File: src/hdl/ckc_pkg.sv
package ckc_pkg;

  // Built sizes
  localparam int MAX_K       = 10;
  localparam int COUNT_WIDTH = 16;
  localparam int WIN_BITS    = 2 * MAX_K;
  localparam int K_W         = $clog2(MAX_K + 1);
  localparam int SH_W        = K_W + 1;
  localparam int KLEN_W      = 4;
  localparam int QDEPTH      = 4;
  localparam int QPTR_W      = $clog2(QDEPTH);
  localparam int QCNT_W      = $clog2(QDEPTH + 1);

  // Register map
  localparam int REG_IDX_W   = 1;
  localparam logic [REG_IDX_W-1:0] REG_KMER_LEN = 1'b0;
  localparam logic [KLEN_W-1:0]    KMER_LEN_RST = KLEN_W'(MAX_K);

  // Base codes
  localparam logic [1:0] CODE_A = 2'd0;
  localparam logic [1:0] CODE_C = 2'd1;
  localparam logic [1:0] CODE_G = 2'd2;
  localparam logic [1:0] CODE_T = 2'd3;

  typedef logic [WIN_BITS-1:0]    kmer_t;
  typedef logic [COUNT_WIDTH-1:0] count_t;

  // Front to queue push
  typedef struct packed {
    logic  valid;
    kmer_t idx;
  } kmer_push_t;

  // Queue head seen by the back end
  typedef struct packed {
    logic  valid;
    kmer_t idx;
  } kmer_head_t;

  // Back end result word
  typedef struct packed {
    logic   saturated;
    count_t new_count;
    kmer_t  kmer_index;
  } kmer_result_t;

  function automatic logic [1:0] base_code(input logic [7:0] c);
    logic [1:0] code;
    unique case (c)
      8'h43:   code = CODE_C;
      8'h47:   code = CODE_G;
      8'h54:   code = CODE_T;
      default: code = CODE_A;
    endcase
    return code;
  endfunction

endpackage

File: src/hdl/ckc_queue.sv
module ckc_queue (
  input  logic                clk,
  input  logic                rst,
  input  ckc_pkg::kmer_push_t push,
  input  logic                pop,
  output ckc_pkg::kmer_head_t head,
  output logic                full
);
  import ckc_pkg::*;

  kmer_t              slots [QDEPTH];
  logic [QPTR_W-1:0]  wr_ptr;
  logic [QPTR_W-1:0]  rd_ptr;
  logic [QCNT_W-1:0]  count;
  logic               do_pop;

  assign head.valid = (count != '0);
  assign head.idx   = slots[rd_ptr];
  assign full       = (count == QCNT_W'(QDEPTH));
  assign do_pop     = pop && head.valid;

  always_ff @(posedge clk) begin
    if (push.valid) begin
      slots[wr_ptr] <= push.idx;
    end
  end

  always_ff @(posedge clk) begin
    if (rst) begin
      wr_ptr <= '0;
      rd_ptr <= '0;
      count  <= '0;
    end else begin
      if (push.valid) begin
        wr_ptr <= wr_ptr + QPTR_W'(1);
      end
      if (do_pop) begin
        rd_ptr <= rd_ptr + QPTR_W'(1);
      end
      unique case ({push.valid, do_pop})
        2'b10:   count <= count + QCNT_W'(1);
        2'b01:   count <= count - QCNT_W'(1);
        default: count <= count;
      endcase
    end
  end

endmodule

File: config.mk
export PLATFORM = sky130hd
export DESIGN_NAME = ckc_queue
export DESIGN_NICKNAME = d
export VERILOG_FILES = /design/src/hdl/ckc_pkg.sv /design/src/hdl/ckc_queue.sv
export SDC_FILE = /design/constraint.sdc
export NUM_CORES = 1
export LEC_CHECK = 0
export ABC_CLOCK_PERIOD_IN_PS = 4200
export CAP_MARGIN = 20
export CORE_MARGIN = 8
export CORE_UTILIZATION = 55
export CTS_BUF_LIST = sky130_fd_sc_hd__clkbuf_4 sky130_fd_sc_hd__clkbuf_8
export DETAILED_ROUTE_END_ITERATION = 7
export DONT_BUFFER_PORTS = 1
export HOLD_SLACK_MARGIN = 0.1
export PLACE_DENSITY = 0.7
export SETUP_SLACK_MARGIN = 0.4
export SYNTH_ARGS = -nofsm -noshare
export SYNTH_HDL_FRONTEND = slang
export SYNTH_SLANG_ARGS = --single-unit
File: constraint.sdc
create_clock -name clk -period 4.2 [get_ports clk]
set_clock_uncertainty 0.05 [all_clocks]
set_input_delay 0.63 -clock clk [delete_from_list [all_inputs] [get_ports clk]]
set_output_delay 0.63 -clock clk [all_outputs]
set_load 0.02 [all_outputs]
Word-level counts from Yosys, hierarchy flattened
Memories as Yosys holds them, arrays and structs flattened. A register that Yosys moved wholly into a read port is not among the register bits.
Cells that the tools add are included.
W data, S select, Z words.
- register bits: 7
- RAM bits: 80
- input port bits: 24
- output and inout bits: 22
- word-level logic and storage cells: 19
- memories kept: 1
- memories (name ; depth ; width ; read ports ; clocked after memory_dff ; wr ports ; RTL line ; source):
    slots ; 4 ; 20 ; 1 ; 1 ; 1 ; ckc_queue.sv:11 ; kmer_t slots [QDEPTH];
- $add $sub $neg: 4
- eq/ne operators: 3
- mux-type cells: 5
- reductions and logical operators: 3
- operator list (kind ; number):
    $pmux W3 S2 ; 1
    $add A2 B1 Y2 const B ; 2
    $mux W2 ; 2
    $add A3 B1 Y3 const B ; 1
    $eq A3 B3 Y1 const B ; 1
    $reduce_bool A3 Y1 ; 1
    $sub A3 B1 Y3 const B ; 1
    $eq A2 B1 Y1 const B ; 1
    $eq A2 B2 Y1 const B ; 1
    $mux W1 ; 2
    $reduce_bool A2 Y1 ; 1
    $logic_and A1 B1 Y1 ; 1

Depth between registers and ports, before layout
- depth in word-level cells: 4
- depth in mapped cells: 7
- gate-level depth less buffers: 7

Least setup slack after synthesis
No wires, ideal clock.
- kind: input to register
- start: input pop
- end: register count[2]
- library setup time: 0.070 ns
- arrival: 1.930 ns
- required time: 4.080 ns
- slack: 2.150 ns
- stages on the path: 7
- path buffers: 0
- cells stage by stage: o31a_1 > ha_1 > inv_1 > fa_1 > xor2_1 > or3_1 > a21oi_1
- longest elaborated chain between the ends: 3
- elaborated cells between the ends (all ways): 5
- those cells by class: eq/ne: 2; mux: 1; reduce/logical: 2
- RTL lines (element ; RTL line ; source):
    start: declaration ; ckc_queue.sv:5 ; input logic pop,
    $logic_and A1 B1 Y1 (*) ; ckc_queue.sv:20 ; assign do_pop = pop && head.valid;
    $eq A2 B1 Y1 / $eq A2 B2 Y1 (equally long branches) ; ckc_queue.sv:40 ; unique case ({push.valid, do_pop})
    $pmux W3 S2 / $reduce_bool A2 Y1 (equally long branches) ; -- ;
    end signal: assignment ; ckc_queue.sv:41 ; 2'b10: count <= count + QCNT_W'(1);
    end signal: assignment ; ckc_queue.sv:42 ; 2'b01: count <= count - QCNT_W'(1);
    end signal: assignment ; ckc_queue.sv:43 ; default: count <= count;
    end: declaration ; ckc_queue.sv:14 ; logic [QCNT_W-1:0] count;
Every way passes the cells marked *; elsewhere a longest branch is shown, timed or not.
A chain may end at the register's enable or synchronous reset.

==> out/metrics.cfg <==
[timing]
setup_viol=0
hold_viol=0
rsz0062_at_grt=no
fin_crit_sh_pct=59.17
drv_slew=0
finalSetupTns_ns=0
fin_crit_ns=2.485
tightest_slew_ns=1.032
slew_headroom_pct=31.20
setup_slack_ns=1.715
max_freq_mhz=402.4

[critical_path]
worstSetupPathType=reg -> out
critical_path_required_ns=3.52
end_kind=output pin
worstPathArrival_ns=1.81
crit_fanout=20
cp-start-kind=register
path_buf_inv=0
path_cells=mux4_2
regToRegSetupSlack_ns=2.18
slowest_delay_ns=0.96
path_delay_family=flip-flops
slowest_stage=dfxtp_1

[synth]
yosysMostFrequentCell=edfxtp_1
ys_seq_elements=89
synthTopCellsByArea=edfxtp_1 72%, mux4_2 14%, dfxtp_1 5.4%, ha_1 1.9%, nor2_1 0.90%
synth_commonest_cells=80 x edfxtp_1, 20 x mux4_2, 9 x dfxtp_1
async_reset_ff_share_pct=0
ys_seq_area_share_pct=77.45
synth.top_cell.area_share_pct=72.05
synth.avg_cell_area_um2=21.94
synth_area_um2=3334
syn_inst=152
yosys_warnings=0
synth_edf_count=80
synth_nets=182
ys_types=20
synth_top_area_cell=edfxtp_1
ys.flop_type=edfxtp_1

[global_routing]
grt_pass1_wl_um=8017
grt_pass1_vias=1503
grt_max_degree=21
track_usage_pct=12.57
overflow=0
antenna_found_initial=0

[floorplanning]
pin_count=46
dieArea_um2=8810
row_count=28
die_width_um=93.86
start_util_pct=56.65
die_h_um=93.86
core_area_um2=5886

[clocking]
root_buffer=clkbuf_8
clk_path_buf_depth=2
cts-resized-gates=0
clock_sinks=89
cts_made_buffers=9
htree_num_levels=3
path_clk_slew_ns=0.08
clock_latency_ns=0.33
cts_tree=built
cts_setup_buffers=0
hold_buffers=0

[power_and_ir_drop]
p_comb_share_pct=19.4
finalPower_mw=1.997
swShare_pct=26.60
p_sw_uw=531.2
p_per_area_nw_per_um2=556.8
p_leak_nw=1.144
ir_drop_uv=411.0
p_int_mw=1.466
p_seq_share_pct=53.4
power_frac_clock_pct=27.2

[placement]
gp_congestion=0.7125
place_inst=223
hpwl_um=3332
pre_cts_ws_ns=1.999
io_buffers=0

[routing]
vias=1351
wl_um=5107
ant_nets=0
first_iter_violations=71
firstDrtPassIters=4
wire_per_inst_um=21.37
vias_per_cell=5.653
drc=0

[cells_and_area]
regArea_um2=2582
nets=189
diodes=0
fin_cells=239
num-fill-cells=409
multi_input_area_um2=693.2
synthToLayoutAreaGrowth_pct=7.580
drive_gt1_share_pct=21.95

[worst_hold_path]
hold_class=in -> reg

[run]
maxCapViolCount=0

[outcome]
status=finished clean

-- power groups by stage --
stage	Sequential (mW)	Combinational, mW	Clock [mW]
6_report	1.07	0.388	0.543
5_1_grt	1.07	0.419	0.600
4_1_cts	1.07	0.401	0.560
3_5_place_dp	1.09	0.399	0
3_3_place_gp	1.08	0.388	0
2_1_floorplan	1.07	0.360	0
-- final timing paths --
kind / startpoint / end / cells after the start
min: rst / count[1]$_SDFFE_PP0P_ / 1
min reg2reg: count[2]$_SDFFE_PP0P_ / count[2]$_SDFFE_PP0P_ / 2
max reg2reg: count[0]$_SDFFE_PP0P_ / count[2]$_SDFFE_PP0P_ / 7
max: register / head[14] / 1
-- layout by cell type, fill, tap and decap left out, types with 2 or more instances in the layout --
cell,count
edfxtp_1,80
ha_1,5
or3_1,2
clkinv_2,3
dfxtp_1,9
xor2_1,3
mux4_2,20
inv_1,6
and2_1,4
clkbuf_8,9
nor2_1,8
xnor2_1,2
clkbuf_4,2
a21oi_1,2
-- flip-flops by register name, summed over array words and instances, names as in the netlist, named ones only --
name    cells
rd_ptr      2
slots      80
wr_ptr      2
count       3
-- routing by layer --
| layer | wire [um] | vias up | share of wire (%) | track usage [%] |
|---|---|---|---|---|
| li1 | - | 621 | - | - |
| met1 | 1972 | 690 | 39 | 13.94 |
| met2 | 2713 | 38 | 53 | 20.30 |
| met3 | 395 | 2 | 7.7 | 5.995 |
| met4 | 27 | 0 | 0.53 | 5.284 |
| met5 | 0 | - | 0 | 0 |
-- kinds of logic (layout without fill, tap and decap cells) --
logic type,Yosys count,in the layout,share of synthesized area (%)
adders and majority gates,6,6,2.477
AOI/OAI and AO/OA,5,5,0.9756
muxes,21,21,13.81
DFF,89,89,77.45
xor gates and xnor gates,5,5,1.314
and+or+nand+nor,15,15,2.214
buffers and inverters,11,23,1.763
-- layout make-up --
type	count	area share [%]
multi-input combinational	52	19.32
tap	75	2.616
sequential	89	71.99
clock buffer	11	3.872
clock inverter	5	1.360
inverter	6	0.6278
timing repair buffer	1	0.2093
-- stage by stage --
step           area [um^2]  util [%]  hold WS [ns]
2_1_floorplan         3334         -        0.4347
3_3_place_gp          3400     57.76        0.4431
3_5_place_dp          3400     57.76        0.4725
4_1_cts               3587     60.95        0.2839
5_1_grt               3587     60.95        0.2724
6_report              3587     60.95        0.3073
(Power assumes the default switching activity.)
