**src/hdl/ckc_pkg.sv**
```systemverilog
package ckc_pkg;

  // Built sizes
  localparam int MAX_K       = 10;
  localparam int COUNT_WIDTH = 16;
  localparam int WIN_BITS    = 2 * MAX_K;
  localparam int K_W         = $clog2(MAX_K + 1);
  localparam int SH_W        = K_W + 1;
  localparam int KLEN_W      = 4;
  localparam int QDEPTH      = 4;
  localparam int QPTR_W      = $clog2(QDEPTH);
  localparam int QCNT_W      = $clog2(QDEPTH + 1);

  // Register map
  localparam int REG_IDX_W   = 1;
  localparam logic [REG_IDX_W-1:0] REG_KMER_LEN = 1'b0;
  localparam logic [KLEN_W-1:0]    KMER_LEN_RST = KLEN_W'(MAX_K);

  // Base codes
  localparam logic [1:0] CODE_A = 2'd0;
  localparam logic [1:0] CODE_C = 2'd1;
  localparam logic [1:0] CODE_G = 2'd2;
  localparam logic [1:0] CODE_T = 2'd3;

  typedef logic [WIN_BITS-1:0]    kmer_t;
  typedef logic [COUNT_WIDTH-1:0] count_t;

  // Front to queue push
  typedef struct packed {
    logic  valid;
    kmer_t idx;
  } kmer_push_t;

  // Queue head seen by the back end
  typedef struct packed {
    logic  valid;
    kmer_t idx;
  } kmer_head_t;

  // Back end result word
  typedef struct packed {
    logic   saturated;
    count_t new_count;
    kmer_t  kmer_index;
  } kmer_result_t;

  function automatic logic [1:0] base_code(input logic [7:0] c);
    logic [1:0] code;
    unique case (c)
      8'h43:   code = CODE_C;
      8'h47:   code = CODE_G;
      8'h54:   code = CODE_T;
      default: code = CODE_A;
    endcase
    return code;
  endfunction

endpackage

```
**src/hdl/ckc_front.sv**
```systemverilog
module ckc_front (
  input  logic                      clk,
  input  logic                      rst,
  input  logic                      accept,
  input  logic [7:0]                base_char,
  input  logic                      read_start,
  input  logic [ckc_pkg::KLEN_W-1:0] kmer_len,
  output ckc_pkg::kmer_push_t       push
);
  import ckc_pkg::*;

  localparam logic [K_W-1:0] MAX_K_V  = K_W'(MAX_K);
  localparam kmer_t          WIN_ONES = '1;

  kmer_t          fw;
  kmer_t          rc;
  logic [K_W-1:0] nbases;

  kmer_t          fw_base, rc_base, fw_next, rc_next, fw_k, rc_k;
  logic [K_W-1:0] nbases_base, nbases_next, k_eff;
  logic [SH_W-1:0] shamt;
  logic [1:0]     b;

  always_comb begin
    priority if (kmer_len == '0) begin
      k_eff = K_W'(1);
    end else if (kmer_len > KLEN_W'(MAX_K)) begin
      k_eff = MAX_K_V;
    end else begin
      k_eff = K_W'(kmer_len);
    end
  end

  always_comb begin
    b           = base_code(base_char);
    fw_base     = read_start ? '0 : fw;
    rc_base     = read_start ? '0 : rc;
    nbases_base = read_start ? '0 : nbases;
    fw_next     = {fw_base[WIN_BITS-3:0], b};
    rc_next     = {~b, rc_base[WIN_BITS-1:2]};   // complement 3-b is ~b
    nbases_next = (nbases_base < MAX_K_V) ? nbases_base + K_W'(1) : nbases_base;
    shamt       = {MAX_K_V - k_eff, 1'b0};
    fw_k        = fw_next & (WIN_ONES >> shamt);
    rc_k        = rc_next >> shamt;
  end

  assign push.valid = accept && (nbases_next >= k_eff);
  assign push.idx   = (fw_k <= rc_k) ? fw_k : rc_k;

  always_ff @(posedge clk) begin
    if (rst) begin
      fw     <= '0;
      rc     <= '0;
      nbases <= '0;
    end else if (accept) begin
      fw     <= fw_next;
      rc     <= rc_next;
      nbases <= nbases_next;
    end
  end

endmodule

```
**config.mk**
```make
export PLATFORM = sky130hd
export DESIGN_NAME = ckc_front
export DESIGN_NICKNAME = d
export VERILOG_FILES = /design/src/hdl/ckc_pkg.sv /design/src/hdl/ckc_front.sv
export SDC_FILE = /design/constraint.sdc
export NUM_CORES = 1
export LEC_CHECK = 0
export BUFFER_PORTS_ARGS = -buffer_cell sky130_fd_sc_hd__buf_2
export CORE_MARGIN = 2
export CORE_UTILIZATION = 65
export CTS_CLUSTER_DIAMETER = 40
export DETAILED_ROUTE_END_ITERATION = 6
export PLACE_DENSITY = 0.93
export SLEW_MARGIN = 10
export SYNTH_ARGS = -nofsm -noshare
export SYNTH_HDL_FRONTEND = slang
export SYNTH_SLANG_ARGS = --single-unit
```
**constraint.sdc**
```tcl
create_clock -name clk -period 7.2 [get_ports clk]
set_input_delay 0.72 -clock clk [delete_from_list [all_inputs] [get_ports clk]]
set_output_delay 0.72 -clock clk [all_outputs]
set_load 0.01 [all_outputs]
```
[Word-level counts from Yosys, hierarchy flattened]
Index checks and enable logic that the tools add are counted.
Storage, ports and cells
  flip-flop bits (word level): 42
  bits in latches: 0
  memory bits (writable): 0
  memory bits (read-only): 0
  bits of input ports: 16
  output and inout bits: 21
  logic and storage cells: 26
  memories: 0
Cells by class
  add/sub/neg operators: 2
  $mul: 0
  divide/modulo/power cells: 0
  magnitude comparators: 4
  equal/unequal tests: 3
  shift operators: 2
  muxes and demuxes: 8
  bitwise logic cells: 2
  reductions and logical operators: 2
Operators by type and width (count)
  two-way mux 20 bit: 2
  equality test 8 x 7 -> 1 bit (second input constant): 3
  bitwise AND 20 bit: 1
  <= comparator 20 bit: 1
  >> shifter 20 x 5 -> 20 bit: 1
  >> shifter 20 x 5 -> 20 bit (first input constant): 1
  two-way mux 18 bit: 1
  two-way mux 4 bit: 4
  one-hot mux 2 bit (3 select lines): 1
  adder 4 x 1 -> 4 bit (second input constant): 1
  >= comparator 4 bit: 1
  greater-than comparator 4 bit (second input constant): 1
  logical NOT 4 bit: 1
  < comparator 4 bit (second input constant): 1
  subtractor 4 bit (first input constant): 1
  inverter 2 bit: 1
  logical AND 1 bit: 1

[Longest topological paths before layout]
  depth after elaboration: 8
  mapped depth: 20
  depth with buffers taken out: 16

[Worst setup path before layout]
No wires, ideal clock.
  kind: in2out
  start point: input kmer_len[1] (netlist bit)
  end point: output push[0] (netlist bit)
  data arrival time: 4.531 ns
  required time: 6.480 ns
  setup slack: 1.949 ns
  stages on the path: 20
  buffers on the path: 4
  cell sequence: buf_6 > nor3_2 > a21o_1 > buf_6 > ha_1 > inv_1 > ha_1 > clkbuf_1 > inv_1 > nor2_1 > nand2_1 > o22ai_1 > nor3_2 > ha_1 > a21oi_1 > o21ai_0 > a2111oi_0 > a22o_1 > buf_2 > mux2_2
RTL lines
  start: declaration: RTL line ckc_front.sv:7  | input logic [ckc_pkg::KLEN_W-1:0] kmer_len,
  end: declaration: RTL line ckc_front.sv:8  | output ckc_pkg::kmer_push_t push

==> results.cfg <==
[clock_network]
cts_hold_buf = 0
cts-root-buf = clkbuf_8
numCtsBuffers = 5
cts_setup_buffers = 0
cts.htree.levels = 2
cts.path.max_buffers = 2
clk_latency_ns = 0.29
cts_tree = yes
cts_resized = 0
numClockSinks = 40
clk_pin_slew_worst_paths_ns = 0.08

[timing]
setup_tns_ns = 0
finalCriticalPeriod_ns = 6.58
setup_viol = 0
rsz0062_at_grt = no
fin_skew_ns = 0.00731
hold_viol = 0
worst_slack_ns = 0.621
fmax_mhz = 152
max_slew_margin_pct = 40.7
worst_pin_slew_ns = 0.884
period_share_pct = 91.4
maxSlewViolCount = 0

[synth]
synth_area_um2 = 3750
syn_avg_cell_area_um2 = 7.70
synth.distinct_cells = 69
async_flop_share_pct = 0
synth.top_cell.area_share_pct = 21.4
synth_enable_flop_cells = 0
synth_seq_area_share_pct = 21.4
yosys.area.top_type = dfxtp_1
synth_fp_nets = 530
yosys_warnings = 0
synth.top_cells.by_area = dfxtp_1, mux2i_1, ha_1, a21oi_1, nand3b_1
yosys_register_bits = 40
synthCells = 487
synthFlopType = dfxtp_1

[detailed_routing]
num_vias = 3741
antenna_left = 0
vias_per_cell = 6.55
drt_first_iter_violations = 446
routed_wl_mm = 10.3
post_drt_wl_per_cell_um = 18.0
drt-pass1-iter-count = 6
drc = 0

[pwr]
peakVddDrop_mv = 0.213
p_leak_uw = 0.00182
p_per_area_nw_per_um2 = 141

[finish]
finalNonFillerCells = 571
multi_input_area_um2 = 2670
antenna_cells = 0
regArea_um2 = 801
nets = 541
fillCellCount = 456
drive_gt1_share_pct = 13.6
design_area_um2 = 3970
area_delta_synth_final_pct = 5.94

[die]
num_rows = 27
die_area_um2 = 6390
core_um2 = 5540
die_x_um = 80.0
initial_core_util_pct = 67.7
die_h_um = 80.0
io-pin-count = 37

[placement]
dp_cells = 563
gp_congestion = 1.04
dp_hpwl_mm = 7.85
preCtsSetupSlack_ns = 0.784
port_buffers = 36
dpl_cell_area_um2 = 3860

[worst_setup_path]
crit_path_max_fanout = 18
critPathCaptureType = output pin
reg2regPathDepth = 6
cp.required_ns = 6.48
crit_type = input pin to output pin
start_kind = input pin
cp.arrival_ns = 5.86

[run_status]
outcome = finished clean

[hold_path]
hold_depth = 2
min_path_type = flip-flop to flip-flop

[grt]
overflow = 0
grt_antenna_before_repair = 0
grt_pass1_wl_mm = 16.1
grt_pass1_vias = 3347
grtUsageTotal_pct = 32.1
grt_max_degree = 72

[job]
cap_viol_max_count = 0
[placed cells by master (no fill, tap or decap), types with 12 or more instances in the layout]
cell type,instances
nand2_1,48
nor2_1,32
ha_1,27
nor2b_1,12
nand2b_1,31
nand3_1,14
mux2i_1,37
nand3b_1,28
buf_2,36
inv_1,25
dfxtp_1,40
a21oi_1,45
[per-stage QoR]
step	total power, µW	hold WS (ns)	util (%)
final	561	0.489	71.7
after global routing	582	0.513	71.7
after CTS	561	0.487	71.7
after detailed placement	380	0.471	69.7
after global placement	377	0.460	69.7
after floorplan	350	0.446	-
[final cells by class]
| cell class | count | share of cell area [%] |
|---|---|---|
| Clock buffer | 5 | 1.73 |
| Clock inverter | 3 | 1.07 |
| Inverter | 28 | 2.65 |
| Multi-Input combinational cell | 385 | 67.2 |
| Sequential cell | 40 | 20.2 |
| Tap cell | 72 | 2.27 |
| Timing Repair Buffer | 38 | 4.91 |
[critical path, stage by stage]
cell	delay, ns
buf_2	0.21
nor3_2	0.28
a21o_1	0.44
ha_1	0.23
inv_1	0.04
ha_1	0.38
nor3_2	0.67
nand2_1	0.21
o221ai_1	0.26
a31o_1	0.18
ha_1	0.15
inv_1	0.05
a21oi_1	0.14
o21ai_0	0.10
a2111oi_0	0.47
a22o_1	0.51
buf_4	0.33
mux2i_1	0.30
buf_2	0.18
[per-layer routing]
| metal | vias up | GRT usage (%) | share of wire [%] |
|---|---|---|---|
| li1 | 1773 | - | - |
| met1 | 1720 | 42.1 | 42 |
| met2 | 206 | 50.9 | 45 |
| met3 | 42 | 6.67 | 9.1 |
| met4 | 0 | 13.2 | 3.6 |
| met5 | - | 0 | 0 |
[power by group]
| group | internal (µW) | switching (µW) | total, µW |
|---|---|---|---|
| clock | 103 | 77.3 | 180 |
| combinational | 55.2 | 100 | 156 |
| sequential | 223 | 1.94 | 225 |
[synth_stat cells, types with 8 or more instances]
master    count
dfxtp_1      40
a21oi_1      45
nor2_1       32
mux2i_1      37
nand2_1      48
nand3_1      14
clkbuf_1     13
o21ai_0       8
inv_1        25
buf_2        10
ha_1         27
nor2b_1      12
nand3b_1     28
nand2b_1     31
[cells by family (layout without fill, tap and decap cells)]
kind of cell    Yosys count  after routing  synth area share, %
simple gates            197            197                 29.1
mux                      41             41                 11.1
xor+xnor                  2              2                0.467
fa+ha+maj                28             28                 9.28
compound gates          117            117                 21.2
buf+inv                  62             74                 7.44
flops                    40             40                 21.4
[flip-flops by register name, summed over array words and instances, names as in the netlist]
name,count
fw,18
nbases,4
rc,18
[final timing paths]
kind | from | to | slack, ns
hold / removal | fw[16]$_SDFFE_PP0P_ | fw[16]$_SDFFE_PP0P_ | 0.49
setup / recovery | kmer_len[1] | push[7] | 0.62
hold reg to reg | fw[16]$_SDFFE_PP0P_ | fw[16]$_SDFFE_PP0P_ | 0.49
setup reg to reg | nbases[1]$_SDFFE_PP0P_ | nbases[2]$_SDFFE_PP0P_ | 5.66
Note: power is estimated with default switching activity, not from simulation.
